## src/sv/wcts_pkg.sv

```systemverilog
// ----------------------------------------------------------------------------
// wcts_pkg
// Types, sizes and codes shared by the wall column texture shader.
// ----------------------------------------------------------------------------
package wcts_pkg;

    localparam int TEX_WIDTH     = 64;
    localparam int TEX_HEIGHT    = 64;
    localparam int TEXTURE_SLOTS = 2;
    localparam int MAX_ROWS      = 1024;

    localparam int STORE_DEPTH = TEXTURE_SLOTS * TEX_WIDTH * TEX_HEIGHT;
    localparam int ADDR_W      = $clog2(STORE_DEPTH);
    localparam int TX_W        = $clog2(TEX_WIDTH);
    localparam int TY_W        = $clog2(TEX_HEIGHT);
    localparam int TXP_W       = 16 + $clog2(TEX_WIDTH + 1);

    localparam int COL_W      = 10;
    localparam int ROW_W      = 10;
    localparam int DIST_W     = 16;
    localparam int WALL_U_W   = 16;
    localparam int WTYPE_W    = 8;
    localparam int TEXCOORD_W = 6;
    localparam int TEXEL_W    = 24;
    localparam int COLOR_W    = 32;

    localparam int SCREEN_HEIGHT_W = 11;
    localparam int WALL_SCALE_W    = 12;
    localparam int TEXTURE_COUNT_W = 2;
    localparam int CFG_INDEX_W     = 2;
    localparam int CFG_DATA_W      = 12;

    localparam logic [CFG_INDEX_W-1:0] CFG_SCREEN_HEIGHT = 2'd0;
    localparam logic [CFG_INDEX_W-1:0] CFG_WALL_SCALE    = 2'd1;
    localparam logic [CFG_INDEX_W-1:0] CFG_TEXTURE_COUNT = 2'd2;

    localparam logic [SCREEN_HEIGHT_W-1:0] RESET_SCREEN_HEIGHT = 11'd480;
    localparam logic [WALL_SCALE_W-1:0]    RESET_WALL_SCALE    = 12'd360;
    localparam logic [TEXTURE_COUNT_W-1:0] RESET_TEXTURE_COUNT = 2'd2;

    // screen rows after clamping to MAX_ROWS
    localparam int HS_W = $clog2(MAX_ROWS + 1);
    // wall height: covers wall_scale * 256 / 4 and twice MAX_ROWS
    localparam int H_W   = WALL_SCALE_W + 6;
    localparam int TOP_W = H_W + 2;
    localparam int CMP_W = TOP_W + 1;

    localparam int DIV_NUM_W     = H_W + $clog2(TEX_HEIGHT + 1);
    localparam int DIV_STEP_BITS = 2;
    localparam int DIV_STAGES    = (DIV_NUM_W + DIV_STEP_BITS - 1) / DIV_STEP_BITS;
    localparam int DIV_PAD_W     = DIV_STAGES * DIV_STEP_BITS;

    localparam logic CMD_TEXEL = 1'b0;
    localparam logic CMD_PIXEL = 1'b1;

    localparam logic [WTYPE_W-1:0] WALL_BRICK = 8'd1;
    localparam logic [WTYPE_W-1:0] WALL_STONE = 8'd2;

    localparam logic [DIST_W-1:0]  NEAR_LIMIT   = 16'd3;
    localparam logic [TEXEL_W-1:0] GREY_RGB     = 24'h646464;
    localparam logic [TEXEL_W-1:0] HALF_MASK    = 24'h7F7F7F;
    localparam logic [7:0]         ALPHA_OPAQUE = 8'hFF;

    typedef struct packed {
        logic                  cmd;
        logic [COL_W-1:0]      column;
        logic [ROW_W-1:0]      row;
        logic [DIST_W-1:0]     distance;
        logic [WALL_U_W-1:0]   wall_u;
        logic [WTYPE_W-1:0]    wall_type;
        logic                  vertical_face;
        logic                  tex_select;
        logic [TEXCOORD_W-1:0] tex_col;
        logic [TEXCOORD_W-1:0] tex_row;
        logic [TEXEL_W-1:0]    texel;
    } wcts_in_t;

    typedef struct packed {
        logic [COL_W-1:0]   out_column;
        logic [ROW_W-1:0]   out_row;
        logic [COLOR_W-1:0] pixel_color;
    } wcts_out_t;

endpackage

```

## src/sv/wcts_divider.sv

```systemverilog
// ----------------------------------------------------------------------------
// wcts_divider
// Pipelined restoring divider, two quotient bits per stage, stalls on en.
// ----------------------------------------------------------------------------
module wcts_divider import wcts_pkg::*; (
    input  logic                 aclk,
    input  logic                 en,
    input  logic [DIV_NUM_W-1:0] num,
    input  logic [H_W-1:0]       den,
    output logic [DIV_PAD_W-1:0] quo
);

    logic [H_W-1:0]       rem_reg  [DIV_STAGES];
    logic [DIV_PAD_W-1:0] bits_reg [DIV_STAGES];
    logic [DIV_PAD_W-1:0] quo_reg  [DIV_STAGES];
    logic [H_W-1:0]       den_reg  [DIV_STAGES];

    logic [H_W-1:0]       rem_next  [DIV_STAGES];
    logic [DIV_PAD_W-1:0] bits_next [DIV_STAGES];
    logic [DIV_PAD_W-1:0] quo_next  [DIV_STAGES];

    logic [H_W-1:0]       src_rem  [DIV_STAGES];
    logic [DIV_PAD_W-1:0] src_bits [DIV_STAGES];
    logic [DIV_PAD_W-1:0] src_quo  [DIV_STAGES];
    logic [H_W-1:0]       src_den  [DIV_STAGES];

    always_comb begin
        src_rem[0]  = '0;
        src_bits[0] = DIV_PAD_W'(num);
        src_quo[0]  = '0;
        src_den[0]  = den;
        for (int s = 1; s < DIV_STAGES; s++) begin
            src_rem[s]  = rem_reg[s-1];
            src_bits[s] = bits_reg[s-1];
            src_quo[s]  = quo_reg[s-1];
            src_den[s]  = den_reg[s-1];
        end
    end

    always_comb begin
        logic [H_W-1:0]       rem;
        logic [DIV_PAD_W-1:0] bits;
        logic [DIV_PAD_W-1:0] q;
        logic [H_W:0]         trial;
        for (int s = 0; s < DIV_STAGES; s++) begin
            rem  = src_rem[s];
            bits = src_bits[s];
            q    = src_quo[s];
            for (int k = 0; k < DIV_STEP_BITS; k++) begin
                trial = {rem, bits[DIV_PAD_W-1]};
                bits  = bits << 1;
                if (trial >= {1'b0, src_den[s]}) begin
                    rem = H_W'(trial - {1'b0, src_den[s]});
                    q   = {q[DIV_PAD_W-2:0], 1'b1};
                end else begin
                    rem = trial[H_W-1:0];
                    q   = {q[DIV_PAD_W-2:0], 1'b0};
                end
            end
            rem_next[s]  = rem;
            bits_next[s] = bits;
            quo_next[s]  = q;
        end
    end

    always_ff @(posedge aclk) begin
        if (en) begin
            for (int s = 0; s < DIV_STAGES; s++) begin
                rem_reg[s]  <= rem_next[s];
                bits_reg[s] <= bits_next[s];
                quo_reg[s]  <= quo_next[s];
                den_reg[s]  <= src_den[s];
            end
        end
    end

    assign quo = quo_reg[DIV_STAGES-1];

endmodule

```

## config.mk

```make
export PLATFORM = sky130hd
export DESIGN_NAME = wcts_divider
export DESIGN_NICKNAME = d
export VERILOG_FILES = /design/src/sv/wcts_pkg.sv /design/src/sv/wcts_divider.sv
export SDC_FILE = /design/constraint.sdc
export NUM_CORES = 2
export LEC_CHECK = 0
export ABC_AREA = 1
export BUFFER_PORTS_ARGS = -buffer_cell sky130_fd_sc_hd__buf_2
export CAP_MARGIN = 20
export CORE_AREA = 2 2 362 364
export CTS_BUF_LIST = sky130_fd_sc_hd__clkbuf_4
export CTS_CLUSTER_DIAMETER = 50
export DETAILED_ROUTE_END_ITERATION = 10
export DIE_AREA = 0 0 364 366
export GPL_TIMING_DRIVEN = 0
export PLACE_DENSITY_LB_ADDON = 0.2
export SLEW_MARGIN = 0
export SYNTH_ARGS = -nofsm -noshare
export SYNTH_HDL_FRONTEND = slang
export SYNTH_SLANG_ARGS = --single-unit
```

## constraint.sdc

```tcl
create_clock -name aclk -period 4.1 [get_ports aclk]
set_clock_uncertainty 0.05 [all_clocks]
set_input_delay 0.205 -clock aclk [delete_from_list [all_inputs] [get_ports aclk]]
set_output_delay 0.205 -clock aclk [all_outputs]
set_load 0.005 [all_outputs]
```

Word level (Yosys, flattened, before mapping)
Memory sizes are Yosys's and may differ from the RTL's.
Index checks and enable logic that the tools add are counted.
- logic and storage cells: 110
- input bits: 45
- output and inout bits: 26
- memories: 4
- memory bits (writable): 1118
- register bits: 0
- memory list (memory ; depth ; width ; rd ports ; clocked after memory_dff ; write ports ; RTL line ; source):
    quo_reg ; 13 ; 26 ; 13 ; 0 ; 13 ; wcts_divider.sv:15 ; logic [DIV_PAD_W-1:0] quo_reg [DIV_STAGES];
    bits_reg ; 13 ; 24 ; 12 ; 0 ; 13 ; wcts_divider.sv:14 ; logic [DIV_PAD_W-1:0] bits_reg [DIV_STAGES];
    den_reg ; 13 ; 18 ; 12 ; 0 ; 13 ; wcts_divider.sv:16 ; logic [H_W-1:0] den_reg [DIV_STAGES];
    rem_reg ; 13 ; 18 ; 12 ; 0 ; 13 ; wcts_divider.sv:13 ; logic [H_W-1:0] rem_reg [DIV_STAGES];
- $add $sub $neg: 26
- $lt $le $gt $ge: 26
- mux-type cells: 54
- operators by type and width (kind ; count):
    19-bit by 18-bit greater-or-equal comparator with 1-bit output ; 25
    18-bit two-way mux ; 26
    18-bit subtractor ; 25
    1-bit two-way mux ; 28
    1-bit by 18-bit greater-or-equal comparator with 1-bit output (first input constant) ; 1
    1-bit by 18-bit subtractor with 18-bit output (first input constant) ; 1

Longest topological paths before layout
An unclocked memory read counts as a cell.
- depth after elaboration: 5
- mapped depth: 32
- depth with buffers taken out: 30

Worst setup path after synthesis
No wires, ideal clock.
- kind: reg-to-reg
- start point: memory rem_reg[2][4] in the netlist's numbering
- end point: memory rem_reg[2][28] in the netlist's numbering (data pin)
- arrival time: 3.375 ns
- clock period less this slack: 3.677 ns
- setup slack: 0.423 ns
- stages on the path, launching flop included: 22
- setup time: 0.252 ns
- data required time: 3.798 ns
- buffers on the path: 1
- cells stage by stage: edfxtp_1 -> ha_1 -> nand2_1 -> inv_1 -> a21oi_1 -> nand2_2 -> nand2_1 -> nand2_2 -> nand2_1 -> nand2_1 -> buf_2 -> o21ai_0 -> inv_1 -> fa_1 -> o21ai_0 -> a21boi_0 -> o21ai_0 -> a21oi_1 -> nand2_1 -> nand2_1 -> nand2_1 -> nand2_1
- RTL lines (element ; RTL line):
    start, declared ; wcts_divider.sv:13

==> run_results.csv <==
group,metric,value,unit
routing,routed_wire_length_per_instance,16.5,microns
synth,postSynth.topFlopCell,"edfxtp_1",
setup_path,cp_num_buf_inv,4,
timing,headroom_to_the_max_slew_limit,54.3,%
timing,timing.fmax,250,MHz
synth,yosysUniqueCellTypes,53,
synth,synth.area.top_cells,"edfxtp_1 44%, nand2_1 14%, ha_1 11%, inv_1 5.6%, nand3_1 4.7%",
timing,report.final.slew_viol_count,0,
timing,post-route-period-util,97.6,%
placed_design,numPlacedInstances,8118,
finish,layout-drive-gt1-share,25.4,%
cts,clock_insertion_delay_worst_skew,1.19,ns
cts,numClockSinks,770,
setup_path,cp_num_cells,22,
synth,synth_area_per_cell,8.38,sq um
floorplan,core-area,0.129,sq mm
synth,count_of_flip_flops_with_a_built_in_enable_after_synthesis,770,
global_routing,via_count_of_the_first_global_routing_pass,42337,
routing,routed-via-count,44995,
timing,hold_viol_final,0,
floorplan,die-area,0.133,sq mm
placed_design,port-buffer-count,70,
setup_path,cpLargestDelayFamily,"simple AND/OR/NAND/NOR gates",
synth,yosys.cell_count.top_type,"nand2_1",
min_path,hold-path-cell-count,3,
synth,yosysSeqAreaShare,43.8,%
global_routing,antenna_found_initial,6,
floorplan,starting_utilization_of_the_core_area,40.9,%
timing,rsz0062_at_grt,"yes",
setup_path,worstSetupStartpointType,"flip-flop",
setup_path,critical_path.cell_chain,"inv_2 > ha_4 > nand2_2 > nor2_1 > or2_4 > nand3b_1 > nand4_1 > buf_6 > buf_6 > nand2_1 > nand2_2 > ha_4 > buf_4 > nand2_1 > o21ai_2 > a21boi_0 > o21ai_1 > a21oi_1 > nand2_1 > nand2_1 > nand2_1 > nand2_1",
finish,fin_area,0.0674,sq mm
finish,total_area_of_sequential_cells,0.0231,sq mm
cts,clock_tree_root_driver_cell,"clkbuf_4",
floorplan,die_w,364,microns
timing,final.setup.worst_slack,0.0968,ns
timing,worst_hold_slack,0.169,ns
routing,final_antenna_net_count,0,
synth,yosysWarnings,0,
cts,clk_pin_slew,0.08,ns
synth,syn_inst,6293,
floorplan,floorplan.rows,132,
setup_path,cpMostUsedCell,"nand2_1",
routing,dr.first_iter.drc_count,3295,
cts,cts-root-to-sink-buffers,3,
outcome,result_of_the_run,"finished, final reports clean",
finish,area.growth.synth_to_final,27.7,%
synth,synth_area,0.0528,sq mm
placed_design,placement.setup.worst_slack,-0.640,ns
synth,synth_top_area_share,43.8,%
synth,flip_flop_and_latch_count_after_synthesis,770,
timing,timing_worst_slew_pin_value,0.686,ns
finish,multi_input_comb_area,0.0309,sq mm
synth,synth_top_cell_by_area,"edfxtp_1",
routing,first_pass_iters,6,
setup_path,reg2regPathDepth,22,
placed_design,hpwlAfterDp,108000,microns
setup_path,worstSetupPathType,"reg2reg",
job,maxCapViolCount,0,
routing,vias_per_cell,5.01,
finish,post_layout_nonfiller_instances,8990,
min_path,worst_hold_path_type,"in2reg",
routing,routed_wl,148000,microns
setup_path,crit_arrival,4.84,ns
cts,cts_buffers,210,
setup_path,crit_path_end_kind,"flip-flop",
synth,netlist_top_cells_count,"2024 x nand2_1, 781 x inv_1, 770 x edfxtp_1, 500 x nand3_1, 451 x ha_1",
cts,h-tree-depth,4,
floorplan,ios,71,
placed_design,dpl_cell_area,0.0555,sq mm
setup_path,cp.required,4.94,ns
setup_path,crit_path_max_fanout,6,
placed_design,place_congestion,0.909,
floorplan,die_height,366,microns
setup_path,max_incr_delay_on_cp,0.45,ns
synth,postSynth.asyncResetShare,0,%
routing,detail_route.drc_violations,0,
global_routing,grt_max_degree,132,
cts,clock_tree_from_tritoncts,"done",
global_routing,grt_use_total,21.1,%
timing,final-setup-viol-count,0,
setup_path,worst_path_max_delay_cell,"edfxtp_1",
timing,final.min_clock_period,4.00,ns
global_routing,global_route.overflow_total,0,
global_routing,grt_first_pass_wirelength,223000,microns
finish,nFillCells,12099,
finish,final_stage_net_count,7613,
## layout by cell type, fill, tap and decap left out, types with 28 or more instances in the layout
cell,instances
nand3b_1,56
a31oi_1,28
ha_1,195
nor2_2,54
nand2_2,199
nor2_1,302
xor2_1,128
clkinv_1,42
xnor2_1,162
inv_1,638
buf_2,74
nand2_1,1867
clkbuf_4,294
nand3_1,486
edfxtp_1,770
nor3_1,31
a21o_1,35
dlygate4sd3_1,87
o21ai_2,82
o21ai_0,107
inv_2,146
a21oi_2,60
ha_4,238
a21oi_1,295
nand4_1,36
buf_4,417
## what timing repair did
item / in CTS / in global routing
cloned: 0 / 11
resized for setup: 320 / 797
hold buffers: 88 / 0
endpoints found under the setup margin: 209 / 210
pin swaps: 72 / 186
endpoints found under the hold margin: 463 / 0
setup buffers: 169 / 239
## worst reg2reg max path, stage by stage (launching register included)
cell	delay, ns
edfxtp_1	0.45
inv_2	0.11
ha_4	0.22
nand2_2	0.08
nor2_1	0.05
or2_4	0.26
nand3b_1	0.09
nand4_1	0.24
buf_6	0.24
buf_6	0.14
nand2_1	0.07
nand2_2	0.08
ha_4	0.29
buf_4	0.12
nand2_1	0.11
o21ai_2	0.28
a21boi_0	0.20
o21ai_1	0.29
a21oi_1	0.11
nand2_1	0.07
nand2_1	0.05
nand2_1	0.05
nand2_1	0.05
## metal layers
metal  vias to the layer above  global-route usage (%)  part of all wire, %
met5                         -                       0                    0
met3                       243                    3.06                  4.8
met2                      1107                    34.9                   48
li1                      22733                       -                    -
met1                     20912                    28.5                   45
met4                         0                    6.53                  2.5
## stage by stage
stage / util (%) / TNS, ns
after detailed placement: 43.0 / -81.52
final: 52.2 / 0
after CTS: 47.8 / 0
after global routing: 52.2 / -2.24
after floorplan: - / 0
after global placement: 42.9 / -7073.03
## worst paths after layout
kind	start	endpoint	slack (ns)
max	den_reg[1][38]	rem_reg[1][64]	0.1
min	en	rem_reg[1][17]	0.17
max reg2reg	den_reg[1][38]	rem_reg[1][64]	0.1
min reg2reg	quo_reg[0][84]	quo_reg[0][112]	0.34
## final cells by class
type / count / area share (%)
buffer: 66 / 1.15
clock inverter: 67 / 0.598
inverter: 799 / 4.57
antenna: 8 / 0.0297
multi-input combinational: 4666 / 45.8
tap: 1742 / 3.24
sequential: 770 / 34.3
timing repair buffer: 580 / 6.99
clock buffer: 292 / 3.25
## logic make-up (layout without fill, tap and decap cells)
| logic type | count (synthesis) | count (layout) | share of synthesized area (%) |
|---|---|---|---|
| AND/OR/NAND/NOR | 3188 | 3191 | 25.9 |
| other | 1 | 16 | 0.00711 |
| buffers and inverters | 867 | 1804 | 6.61 |
| flip-flops | 770 | 770 | 43.8 |
| AO/OA/AOI/OAI | 701 | 701 | 7.20 |
| adder cells (fa/ha/maj) | 475 | 475 | 11.6 |
| XOR/XNOR | 291 | 291 | 4.83 |
Power is left out: the tool's default activity adds up to more than one toggle a clock period on the data nets, which glitch-free logic cannot reach.
